==> src/design/one_wire_temperature_read_sequencer_macros.svh <==
// ----------------------------------------------------------------------------
// One-wire temperature read sequencer: assertion macros
// Shared concurrent assertion forms, clocked on clk and disabled in reset.
// ----------------------------------------------------------------------------
`ifndef ONE_WIRE_TEMPERATURE_READ_SEQUENCER_MACROS_SVH
`define ONE_WIRE_TEMPERATURE_READ_SEQUENCER_MACROS_SVH

// Check a condition whenever the trigger holds, in the same cycle.
`define OWT_ASSERT_SAME(lbl, trig, cond, msg) \
	lbl: assert property (@(posedge clk) disable iff (!arst_n) (trig) |-> (cond)) \
		else $error(msg);

// Check a condition in the cycle after the trigger holds.
`define OWT_ASSERT_NEXT(lbl, trig, cond, msg) \
	lbl: assert property (@(posedge clk) disable iff (!arst_n) (trig) |=> (cond)) \
		else $error(msg);

`endif

==> src/design/owtrs_pkg.sv <==
// ----------------------------------------------------------------------------
// One-wire temperature read sequencer package
// Script opcodes, the fixed command script, register indexes and timing.
// ----------------------------------------------------------------------------
`default_nettype none

package owtrs_pkg;

	localparam int STEP_W     = 6;
	localparam int SCRIPT_LEN = 53;
	localparam int READ_BITS  = 16;
	localparam int READ_CNT_W = 5;
	localparam int TICK_W     = 20;
	localparam int WATCH_W    = 16;
	localparam int CFG_DATA_W = 20;

	// Fixed slot timings in microseconds
	localparam logic [TICK_W-1:0] W1_LOW_US     = 20'd10;
	localparam logic [TICK_W-1:0] W1_RECOVER_US = 20'd50;
	localparam logic [TICK_W-1:0] RD_LOW_US     = 20'd5;
	localparam logic [TICK_W-1:0] RD_SAMPLE_US  = 20'd5;
	localparam logic [TICK_W-1:0] TICK_MAX      = 20'hFFFFF;

	// Steps that send a one bit: 0xCC 0x44 then 0xCC 0xBE, LSB first
	localparam logic [63:0] W1_MASK = 64'h0000_000B_ECC1_1330;

	typedef enum logic [2:0] {
		OP_IDLE = 3'd0,
		OP_INIT = 3'd1,
		OP_W0   = 3'd2,
		OP_W1   = 3'd3,
		OP_READ = 3'd4,
		OP_WAIT = 3'd5,
		OP_CONV = 3'd6
	} op_t;

	typedef enum logic [1:0] {
		FUNC_TICK  = 2'd0,
		FUNC_START = 2'd1,
		FUNC_SUPER = 2'd2
	} func_t;

	typedef enum logic [2:0] {
		CFG_TICK_US       = 3'd0,
		CFG_RESET_LOW     = 3'd1,
		CFG_PRES_SAMPLE   = 3'd2,
		CFG_RESET_SLOT    = 3'd3,
		CFG_WRITE0_LOW    = 3'd4,
		CFG_READ_RECOVER  = 3'd5,
		CFG_CONV_WAIT     = 3'd6,
		CFG_WATCH_PERIODS = 3'd7
	} cfg_idx_t;

	// Look up the opcode of one script step
	function automatic op_t script_op(input logic [STEP_W-1:0] step);
		op_t op;
		case (step) inside
			6'd0:                      op = OP_IDLE;
			6'd1, 6'd19:               op = OP_INIT;
			6'd18:                     op = OP_WAIT;
			[6'd2:6'd17], [6'd20:6'd35]: op = W1_MASK[step] ? OP_W1 : OP_W0;
			[6'd36:6'd51]:             op = OP_READ;
			6'd52:                     op = OP_CONV;
			default:                   op = OP_IDLE;
		endcase
		return op;
	endfunction

endpackage

`default_nettype wire

==> src/design/one_wire_temperature_read_sequencer.sv <==
// ----------------------------------------------------------------------------
// One-wire temperature read sequencer
// Tick-driven 1-Wire master that runs a fixed reset/skip/convert/read script.
// ----------------------------------------------------------------------------
// Each request on the slave stream is a fine tick with the sampled line level,
// a start command or a supervision tick, and gives exactly one result on the
// master stream with the line drive, status pulses and the last reading as
// sign plus magnitude. One request is taken every clock unless the master
// stream stalls; a request is registered in the input stage, then its result in
// the result register. The rate is set by the single state update pass, whose
// longest path is the 20 x 8 bit elapsed-time multiply and its compare against
// the selected slot duration. The configuration channel is always ready; the
// user must write it only while no request is in flight; the block does not check.
`default_nettype none

module one_wire_temperature_read_sequencer (
	input  wire logic        clk,
	input  wire logic        arst_n,
	// slave stream
	input  wire logic        s_tvalid,
	output logic             s_tready,
	input  wire logic [7:0]  s_tdata,   // [0] dq_in, [7:1] zero
	input  wire logic [1:0]  s_tuser,   // [1:0] func
	// master stream
	output logic             m_tvalid,
	input  wire logic        m_tready,
	output logic [23:0]      m_tdata,   // [0] dq_low, [1] busy_res, [2] done_res,
	                                    // [3] presence_seen, [4] timed_out,
	                                    // [16:5] temp_whole, [20:17] temp_frac,
	                                    // [21] temp_negative, [23:22] zero
	// configuration writes
	input  wire logic        cfg_valid,
	output logic             cfg_ready,
	input  wire logic [2:0]  cfg_index,
	input  wire logic [owtrs_pkg::CFG_DATA_W-1:0] cfg_data
);

	import owtrs_pkg::*;

	// Configuration registers
	logic [7:0]         tick_us_q;
	logic [15:0]        reset_low_q;
	logic [9:0]         pres_sample_q;
	logic [9:0]         reset_slot_q;
	logic [7:0]         write0_low_q;
	logic [7:0]         read_recover_q;
	logic [TICK_W-1:0]  conv_wait_q;
	logic [WATCH_W-1:0] watch_periods_q;

	// Input stage
	logic        valid_s1;
	logic [1:0]  func_s1;
	logic        dq_s1;
	logic        advance;

	// Sequencer state
	logic [STEP_W-1:0]     step_q,  step_d;
	logic [1:0]            phase_q, phase_d;
	logic [TICK_W-1:0]     tick_q,  tick_d;
	logic [READ_CNT_W-1:0] bits_q,  bits_d;
	logic [READ_BITS-1:0]  read_q,  read_d;
	logic                  line_q,  line_d;
	logic                  pres_q,  pres_d;
	logic                  succ_q,  succ_d;
	logic                  wrun_q,  wrun_d;
	logic [WATCH_W-1:0]    wcnt_q,  wcnt_d;
	logic [READ_BITS:0]    res_q,   res_d;
	logic                  done_d,  tmo_d;

	// Datapath helpers
	op_t                   op;
	logic [TICK_W-1:0]     tick_inc;
	logic [WATCH_W-1:0]    wcnt_inc;
	logic [TICK_W-1:0]     dur;
	logic [9:0]            rest_us;
	logic [TICK_W+7:0]     elapsed;
	logic                  hit;
	logic [READ_BITS-1:0]  mag;

	// Result register
	logic        out_valid_q;
	logic [21:0] out_q;

	assign cfg_ready = 1'b1;
	assign advance   = valid_s1 && (!out_valid_q || m_tready);
	assign s_tready  = !valid_s1 || advance;
	assign m_tvalid  = out_valid_q;
	assign m_tdata   = {2'b00, out_q};

	// Write configuration registers
	always_ff @(posedge clk or negedge arst_n) begin
		if (!arst_n) begin
			tick_us_q       <= 8'd5;
			reset_low_q     <= 16'd500;
			pres_sample_q   <= 10'd130;
			reset_slot_q    <= 10'd570;
			write0_low_q    <= 8'd60;
			read_recover_q  <= 8'd45;
			conv_wait_q     <= 20'd750000;
			watch_periods_q <= 16'd200;
		end else if (cfg_valid && cfg_ready) begin
			case (cfg_idx_t'(cfg_index))
				CFG_TICK_US:       tick_us_q       <= cfg_data[7:0];
				CFG_RESET_LOW:     reset_low_q     <= cfg_data[15:0];
				CFG_PRES_SAMPLE:   pres_sample_q   <= cfg_data[9:0];
				CFG_RESET_SLOT:    reset_slot_q    <= cfg_data[9:0];
				CFG_WRITE0_LOW:    write0_low_q    <= cfg_data[7:0];
				CFG_READ_RECOVER:  read_recover_q  <= cfg_data[7:0];
				CFG_CONV_WAIT:     conv_wait_q     <= cfg_data;
				CFG_WATCH_PERIODS: watch_periods_q <= cfg_data[15:0];
				default: begin
				end
			endcase
		end
	end

	// Capture the incoming request
	always_ff @(posedge clk or negedge arst_n) begin
		if (!arst_n) begin
			valid_s1 <= 1'b0;
		end else if (s_tready) begin
			valid_s1 <= s_tvalid;
		end
	end

	always_ff @(posedge clk) begin
		if (s_tvalid && s_tready) begin
			func_s1 <= s_tuser;
			dq_s1   <= s_tdata[0];
		end
	end

	// Select the duration that the current slot waits for
	always_comb begin
		rest_us = (reset_slot_q > pres_sample_q) ? (reset_slot_q - pres_sample_q) : 10'd0;
		dur     = W1_RECOVER_US;
		case (op)
			OP_WAIT: dur = conv_wait_q;
			OP_INIT: begin
				case (phase_q)
					2'd1:    dur = {4'd0, reset_low_q};
					2'd2:    dur = {10'd0, pres_sample_q};
					default: dur = {10'd0, rest_us};
				endcase
			end
			OP_W0:   dur = {12'd0, write0_low_q};
			OP_W1:   dur = (phase_q == 2'd1) ? W1_LOW_US : W1_RECOVER_US;
			OP_READ: begin
				case (phase_q)
					2'd1:    dur = RD_LOW_US;
					2'd2:    dur = RD_SAMPLE_US;
					default: dur = {12'd0, read_recover_q};
				endcase
			end
			default: dur = W1_RECOVER_US;
		endcase
	end

	assign op       = script_op(step_q);
	assign tick_inc = (tick_q == TICK_MAX) ? tick_q : tick_q + 20'd1;
	assign wcnt_inc = (wcnt_q == {WATCH_W{1'b1}}) ? wcnt_q : wcnt_q + 16'd1;
	assign elapsed  = tick_inc * tick_us_q;
	assign hit      = elapsed >= {8'd0, dur};
	assign mag      = read_q[READ_BITS-1] ? (~read_q + 16'd1) : read_q;

	// Compute the next sequencer state for one request
	always_comb begin
		step_d  = step_q;
		phase_d = phase_q;
		tick_d  = tick_q;
		bits_d  = bits_q;
		read_d  = read_q;
		line_d  = line_q;
		pres_d  = pres_q;
		succ_d  = succ_q;
		wrun_d  = wrun_q;
		wcnt_d  = wcnt_q;
		res_d   = res_q;
		done_d  = 1'b0;
		tmo_d   = 1'b0;
		if (advance) begin
			case (func_t'(func_s1))
				FUNC_TICK: begin
					if (op == OP_CONV) begin
						res_d   = {read_q[READ_BITS-1], mag};
						succ_d  = 1'b1;
						step_d  = '0;
						phase_d = 2'd0;
						done_d  = 1'b1;
					end else if (op != OP_IDLE) begin
						tick_d = tick_inc;
						if (op == OP_WAIT) begin
							if (hit) begin
								tick_d  = '0;
								phase_d = 2'd0;
								step_d  = step_q + 6'd1;
							end
						end else if (phase_q == 2'd0) begin
							// open the slot by pulling the line low
							line_d  = 1'b1;
							tick_d  = '0;
							phase_d = 2'd1;
						end else if (op == OP_W0) begin
							if (hit) begin
								line_d  = 1'b0;
								tick_d  = '0;
								phase_d = 2'd0;
								step_d  = step_q + 6'd1;
							end
						end else if (phase_q == 2'd1) begin
							// release the line after the low time
							if (hit) begin
								line_d  = 1'b0;
								tick_d  = '0;
								phase_d = 2'd2;
							end
						end else if (phase_q == 2'd2 && op == OP_INIT) begin
							// sample presence, retry while the line stays high
							if (hit) begin
								if (!dq_s1) begin
									pres_d  = 1'b1;
									tick_d  = '0;
									phase_d = 2'd3;
								end else begin
									pres_d = 1'b0;
								end
							end
						end else if (phase_q == 2'd2 && op == OP_READ) begin
							// sample one read bit, drop it once the word is full
							if (hit) begin
								if (bits_q < READ_CNT_W'(READ_BITS)) begin
									read_d[bits_q[3:0]] = dq_s1;
									bits_d = bits_q + 5'd1;
								end
								tick_d  = '0;
								phase_d = 2'd3;
							end
						end else if (hit) begin
							tick_d  = '0;
							phase_d = 2'd0;
							step_d  = step_q + 6'd1;
						end
					end
				end
				FUNC_START: begin
					step_d  = 6'd1;
					phase_d = 2'd0;
					bits_d  = '0;
					succ_d  = 1'b0;
					wrun_d  = 1'b1;
					wcnt_d  = '0;
				end
				FUNC_SUPER: begin
					if (wrun_q) begin
						wcnt_d = wcnt_inc;
						if (wcnt_inc >= watch_periods_q) begin
							// abort unless the read finished with a device present
							if (!(succ_q && pres_q)) begin
								step_d  = '0;
								phase_d = 2'd0;
								line_d  = 1'b0;
								tmo_d   = 1'b1;
							end
							wcnt_d = '0;
							wrun_d = 1'b0;
						end
					end
				end
				default: begin
				end
			endcase
		end
	end

	// Hold sequencer state
	always_ff @(posedge clk or negedge arst_n) begin
		if (!arst_n) begin
			step_q  <= '0;
			phase_q <= 2'd0;
			tick_q  <= '0;
			bits_q  <= '0;
			read_q  <= '0;
			line_q  <= 1'b0;
			pres_q  <= 1'b0;
			succ_q  <= 1'b0;
			wrun_q  <= 1'b0;
			wcnt_q  <= '0;
			res_q   <= '0;
		end else begin
			step_q  <= step_d;
			phase_q <= phase_d;
			tick_q  <= tick_d;
			bits_q  <= bits_d;
			read_q  <= read_d;
			line_q  <= line_d;
			pres_q  <= pres_d;
			succ_q  <= succ_d;
			wrun_q  <= wrun_d;
			wcnt_q  <= wcnt_d;
			res_q   <= res_d;
		end
	end

	// Present the result of each request
	always_ff @(posedge clk or negedge arst_n) begin
		if (!arst_n) begin
			out_valid_q <= 1'b0;
		end else if (advance) begin
			out_valid_q <= 1'b1;
		end else if (m_tready) begin
			out_valid_q <= 1'b0;
		end
	end

	always_ff @(posedge clk) begin
		if (advance) begin
			out_q <= {res_d[READ_BITS], res_d[3:0], res_d[15:4],
			          tmo_d, pres_d, done_d, (step_d != '0), line_d};
		end
	end

`include "one_wire_temperature_read_sequencer_macros.svh"

	`OWT_ASSERT_SAME(a_done_not_tmo, m_tvalid, !(out_q[2] && out_q[4]), "done and timeout together")
	`OWT_ASSERT_SAME(a_done_idle, m_tvalid && out_q[2], !out_q[1], "busy after conversion")
	`OWT_ASSERT_SAME(a_tmo_release, m_tvalid && out_q[4], !out_q[1] && !out_q[0], "line held after abort")
	`OWT_ASSERT_SAME(a_step_range, 1'b1, step_q < STEP_W'(SCRIPT_LEN), "script step beyond script")
	`OWT_ASSERT_NEXT(a_bits_range, 1'b1, bits_q <= READ_CNT_W'(READ_BITS), "read count overflow")

endmodule

`default_nettype wire
==> config.mk <==
export PLATFORM = sky130hd
export DESIGN_NAME = one_wire_temperature_read_sequencer
export DESIGN_NICKNAME = d
export VERILOG_FILES = /design/src/design/owtrs_pkg.sv /design/src/design/one_wire_temperature_read_sequencer.sv
export VERILOG_INCLUDE_DIRS = /design/src /design/src/design
export SDC_FILE = /design/constraint.sdc
export NUM_CORES = 1
export LEC_CHECK = 0
export BUFFER_PORTS_ARGS = -buffer_cell sky130_fd_sc_hd__buf_2
export CAP_MARGIN = 25
export CORE_AREA = 3 3 166 168
export DETAILED_ROUTE_END_ITERATION = 8
export DIE_AREA = 0 0 169 171
export PLACE_DENSITY_LB_ADDON = 0.15
export SLEW_MARGIN = 40
export SYNTH_ARGS = -nofsm -noshare
export SYNTH_HDL_FRONTEND = slang
export SYNTH_SLANG_ARGS = --single-unit
==> constraint.sdc <==
create_clock -name clk -period 26.9 [get_ports clk]
set_clock_uncertainty 0.15 [all_clocks]
set_input_delay 0 -clock clk [delete_from_list [all_inputs] [get_ports clk]]
set_output_delay 0 -clock clk [all_outputs]
set_load 0.02 [all_outputs]
Yosys cells after proc, flatten, opt, wreduce, memory -nomap -nowiden
Memory sizes are Yosys's and may differ from the RTL's.
Cells that the tools add are included.
{ "totals": {"latch_bits": 0, "ramBits": 0, "mem_bits_ro": 64, "register_bits": 209, "wordCells": 245, "output_inout_bits": 27, "in_bits": 38, "memories": 1} }
{ "classes": {"div_mod_pow": 0, "muxes": 107, "eq_ne": 42, "n_addsub": 6, "multipliers": 1, "shifts": 0, "reduce_logical": 42, "bitwise_logic": 7, "order_cmp": 13} }
{ "memory_table": {"columns": ["memory", "depth", "width", "rd", "rd_ports_with_merged_regs", "wr", "line_no", "source"], "rows": [
  ["(no name shown)", 64, 1, 1, 0, 0, "owtrs_pkg.sv:61", "[6'd2:6'd17], [6'd20:6'd35]: op = W1_MASK[step] ? OP_W1 : OP_W0;"]
]} }
{ "op_table": {"columns": ["operator", "count"], "rows": [
  ["$mux 20", 9],
  ["$pmux 20 s5", 1],
  ["$mux 6", 14],
  ["$mux 16", 4],
  ["$pmux 16 s2", 2],
  ["$mux 17", 3],
  ["$mux 5", 10],
  ["$add 16x1->16 const B", 2],
  ["$mux 1", 32],
  ["$mux 2", 16],
  ["$ge 28x20->1", 1],
  ["$mul 20x8->28", 1],
  ["$ne 2x2->1 const B", 14],
  ["$reduce_and 12->1", 2],
  ["$eq 3x3->1 const B", 7],
  ["$ne 7x7->1 const B", 3],
  ["$add 20x1->20 const B", 1],
  ["$eq 20x20->1 const B", 1],
  ["$mux 3", 6],
  ["$pmux 6 s3", 1],
  ["$reduce_and 2->1", 9],
  ["$bwmux 16", 1],
  ["$eq 16x16->1 const B", 1],
  ["$ge 16x16->1", 1],
  ["43 further kinds", 76]
]} }

Depth between registers and ports, before layout
{ "logic_depth": {"ltp_word": 22, "mapped_depth": 41, "mapped_depth_nobuf": 36} }

Worst setup path before layout
OpenSTA, ideal clock, no wires.
{ "synth_path": {"kind": "register to register", "startpoint": "reg tick_q[2]", "endpoint": "reg out_q[1] (data pin)", "path_buffers": 3, "t_arrival_ns": 8.471, "setup_ns": 0.272, "path_stages_with_launch": 38, "slack_ns": 18.007, "required_ns": 26.478, "period_less_slack_ns": 8.893, "cell_sequence": "dfrtp_1 clkbuf_1 nand3_1 nor2_1 and4_1 nand2_1 or2_2 clkbuf_1 nand3_1 nor2_1 nand3_1 xor2_1 nor2b_1 fa_1 fa_1 fa_1 inv_1 fa_1 (+2 left out) nor2_1 a311o_1 a211oi_2 nor2_1 xnor2_1 ha_1 a21oi_1 nand2_1 a22oi_1 o311ai_0 a2111oi_0 o211ai_1 or4_4 buf_6 a31oi_1 a21oi_1 nor4_1 or4b_1"} }
{ "synth_via": {"elab_chain_cells": 16, "elab_cells_between_ends": 17, "classes_between": "add/sub: 1; mul: 1; order compare: 1; eq/ne: 1; mux: 12; reduce/logical: 1"} }
{ "synth_rtl": {"columns": ["element", "line_no", "source"], "rows": [
  ["start: declaration", "one_wire_temperature_read_sequencer.sv:59", "logic [TICK_W-1:0] tick_q, tick_d;"],
  ["start signal: assignment", "one_wire_temperature_read_sequencer.sv:292", "tick_q <= tick_d;"],
  ["$add 20x1->20 or $eq 20x20->1 (tied branches)", "one_wire_temperature_read_sequencer.sv:160", "assign tick_inc = (tick_q == TICK_MAX) ? tick_q : tick_q + 20'd1;"],
  ["$mux 20 (*)", "one_wire_temperature_read_sequencer.sv:160", null],
  ["$mul 20x8->28 (*)", "one_wire_temperature_read_sequencer.sv:162", "assign elapsed = tick_inc * tick_us_q;"],
  ["$ge 28x20->1 (*)", "one_wire_temperature_read_sequencer.sv:163", "assign hit = elapsed >= {8'd0, dur};"],
  ["$mux 6 (*)", "one_wire_temperature_read_sequencer.sv:193, one_wire_temperature_read_sequencer.sv:204, one_wire_temperature_read_sequencer.sv:238", null],
  ["$mux 6", "one_wire_temperature_read_sequencer.sv:228", "end else if (phase_q == 2'd2 && op == OP_READ) begin"],
  ["$mux 6", "one_wire_temperature_read_sequencer.sv:217", "end else if (phase_q == 2'd2 && op == OP_INIT) begin"],
  ["$mux 6", "one_wire_temperature_read_sequencer.sv:210", "end else if (phase_q == 2'd1) begin"],
  ["$mux 6", "one_wire_temperature_read_sequencer.sv:203", "end else if (op == OP_W0) begin"],
  ["$mux 6", "one_wire_temperature_read_sequencer.sv:198", "end else if (phase_q == 2'd0) begin"],
  ["$mux 6 (*)", "one_wire_temperature_read_sequencer.sv:192", "if (op == OP_WAIT) begin"],
  ["$mux 6 (*)", "one_wire_temperature_read_sequencer.sv:190", "end else if (op != OP_IDLE) begin"],
  ["$mux 6 (*)", "one_wire_temperature_read_sequencer.sv:184", "if (op == OP_CONV) begin"],
  ["$pmux 6 s3 (*)", "one_wire_temperature_read_sequencer.sv:182", "case (func_t'(func_s1))"],
  ["$mux 6 (*)", "one_wire_temperature_read_sequencer.sv:181", "if (advance) begin"],
  ["net step_d[1]", "one_wire_temperature_read_sequencer.sv:57", "logic [STEP_W-1:0] step_q, step_d;"],
  ["$reduce_bool 6->1 (*)", "one_wire_temperature_read_sequencer.sv:318", "tmo_d, pres_d, done_d, (step_d != '0), line_d};"],
  ["end signal: assignment", "one_wire_temperature_read_sequencer.sv:317", "out_q <= {res_d[READ_BITS], res_d[3:0], res_d[15:4],"],
  ["end: declaration", "one_wire_temperature_read_sequencer.sv:82", "logic [21:0] out_q;"]
]} }
The timed path passes the listed nets; every way through them passes the cells marked *.
A chain may end at the register's enable or synchronous reset.

Worst setup path after layout
{ "layout_path": {"startpoint": "reg tick_q[9]", "endpoint": "reg out_q[1] (data pin)"} }
Same word-level chain as after synthesis.

==> impl_metrics.ini <==
[power]
pwr-share-seq_pct = 38.0
p_comb_share_pct = 29.7
p_leak_nw = 8.553
power_density_mw_per_mm2 = 58.30
p_clk_share_pct = 32.3
finalPower_mw = 1.089
vdd_drop_max_v = 0.00007606
swShare_pct = 33.30
intPower_uw = 726.3
switching_power_uw = 362.7

[global_routing]
grt_pass1_vias = 13230
grt_overflow = 0
grt_first_pass_wirelength_um = 66110
antenna_found_initial = 0
grt_use_total_pct = 27.50
grt_max_degree = 77

[cells_and_area]
nNetsFinal = 2053
fill_cells = 1957
layout.cells.non_filler = 2147
final_cell_mix = inv_1 (150), nand2_1 (147), dfrtp_1 (146), nor2b_1 (113), ha_1 (112)
multi_input_area_mm2 = 0.01070
drive_gt1_share_pct = 15.29
area_growth_pct = 10.42
layout_commonest_cell = inv_1
antenna_cells = 0
final-seq-area_mm2 = 0.005403

[floorplan]
die_h_um = 171
die_w_um = 169
initial_utilization_pct = 64.92
rows = 59
ios = 65
die_area_mm2 = 0.02890
core_mm2 = 0.02606

[worst_setup_path]
critical_path.startpoint = tick_q[9]
required_ns = 26.99
critPathMaxFanout = 13
slowest_delay_ns = 0.62
cpMaxStageDelayCell = xor2_1
rr_startpoint = tick_q[9]
critPathMostFrequentCell = fa_1
timing_worst_setup_path_type = flop to flop
crit_arrival_ns = 10.47
critPathLaunchType = flop
endpoint_kind = flop

[synth]
synth_warnings = 0
synth_cell_type_count = 86
syn_area_per_cell_um2 = 9.711
synth-seq-area-share_pct = 31.92
synthTopCellsByArea = dfrtp_1 (22%), fa_1 (13%), ha_1 (8.3%), mux2_2 (6.9%), dfstp_2 (5.6%)
syn_area_mm2 = 0.01692
yosysTopAreaCell = dfrtp_1
ys.flop_type = dfrtp_1
synth_edf_count = 25
ys_ff_latch = 209
synthArstFlopShare_pct = 88.04
synth_top_area_share_pct = 21.89
syn_inst = 1742

[placed_design]
dp_hpwl_um = 28350
portBuffers = 54
place.gp.congestion = 0.9039
dp_cells = 2068

[cts]
clk_pin_slew_ns = 0.06
clk_latency_ns = 0.52
h-tree-depth = 1
numCtsBuffers = 24
clock_sinks = 209
cts_tree = yes
cts-root-buf = clkbuf_16
clock_path_buffers = 3

[timing]
max_freq_ghz = 0.09632
timing.final.crit_share_pct = 38.60
fin_setup_tns_ns = 0
period_needed_ns = 10.38
hold_violations = 0
tightest_slew_ns = 0.8721
rsz0062_at_grt = no
relSlewSlack_pct = 41.86
slew_viol_final = 0
setup_viol = 0

[worst_hold_path]
min_from = s_tuser[0]
hold_class = input pin to flop

[detailed_routing]
drt_iter0_drc = 952
ant_nets = 0
drc_errors = 0
wire_per_inst_um = 18.22
vias = 13040
viasPerCell = 6.075
totalWireLength_um = 39130
first_pass_iters = 5

[run]
cap_violations = 0

[outcome]
status = finished clean
## sequential cells by signal (all words and copies together), names as in the netlist, 10 cells and up
name             flops
conv_wait_q         20
read_q              16
reset_low_q         16
tick_q              20
reset_slot_q        10
pres_sample_q       10
res_q               17
wcnt_q              16
watch_periods_q     16
out_q               22
## power by group through the flow
| stage | combinational (mW) | clock (mW) | sequential [mW] |
|---|---|---|---|
| after floorplan | 0.247 | 0 | 0.395 |
| after global placement | 0.303 | 0 | 0.414 |
| after detailed placement | 0.315 | 0 | 0.417 |
| after CTS | 0.322 | 0.357 | 0.412 |
| after global routing | 0.361 | 0.371 | 0.419 |
| final | 0.324 | 0.352 | 0.414 |
## worst paths after layout
path,depth (start not counted),endpoint,slack (ns)
max in group asynchronous,5,tick_us_q[4],24.69
max reg2reg,33,out_q[1],16.52
min in group asynchronous,4,res_q[16],0.44
min reg2reg,2,res_q[16],0.35
min,2,func_s1[0],0.05
max,33,out_q[1],16.52
## metal layers
metal | global-route usage, % | wire length, um | vias to the layer above
met5 | 0 | 0 | -
met4 | 5.081 | 636 | 0
met3 | 4.598 | 2228 | 46
met2 | 46.26 | 18810 | 341
met1 | 38.41 | 17450 | 6498
li1 | - | - | 6157
## cells in the mapped netlist, types with 32 or more instances
cell,instances
dfstp_2,36
nand3_1,57
a21oi_1,81
xor2_1,32
mux2_2,103
nor2b_1,113
inv_1,150
ha_1,112
dfrtp_1,148
nand2_1,147
nor2_1,83
fa_1,109
o21ai_0,83
clkbuf_1,59
## cell type report
class | count | area share (%)
Timing Repair Buffer | 101 | 3.939
Clock inverter | 10 | 0.8574
Tap cell | 335 | 2.244
Inverter | 150 | 3.014
Sequential cell | 209 | 28.92
Clock buffer | 34 | 3.744
Multi-Input combinational cell | 1308 | 57.28
## worst max-delay path: cells and delay by family (launching register included)
family | cells | cell delay [ns]
flops | 1 | 0.45
buf+inv | 2 | 0.11
xor+xnor | 2 | 0.90
compound gates | 9 | 2.19
fa+ha+maj | 6 | 2.83
simple gates | 14 | 3.48
## kinds of logic (layout without fill, tap and decap cells)
family / Yosys count / after routing / synth area share (%)
AOI/OAI and AO/OA: 347 / 347 / 13.76
xor gates and xnor gates: 61 / 61 / 3.158
adders and majority gates: 222 / 222 / 21.24
buffers and inverters: 226 / 295 / 5.296
DFF: 209 / 209 / 31.92
muxes: 110 / 110 / 7.271
other: 2 / 3 / 0.04440
and+or+nand+nor: 565 / 565 / 17.31
## metrics by stage
step	utilization (%)	setup slack, ns	hold slack (ns)	area (um2)
2_1_floorplan	-	18.01	-0.4456	16920
3_3_place_gp	66.68	16.87	-0.1735	17380
3_5_place_dp	66.86	16.74	-0.1720	17420
4_1_cts	71.53	16.65	0.03075	18640
5_1_grt	71.68	15.98	0.03100	18680
6_report	71.68	16.52	0.04572	18680
## what timing repair did
action                                 4_1_cts  5_1_grt
hold buffers                                34        0
endpoints found under the hold margin      217        0
setup endpoints to repair                    0        0
resized for setup                            0        0
buffers inserted                             0        0
No activity file was read; power rests on OpenSTA's default activity.
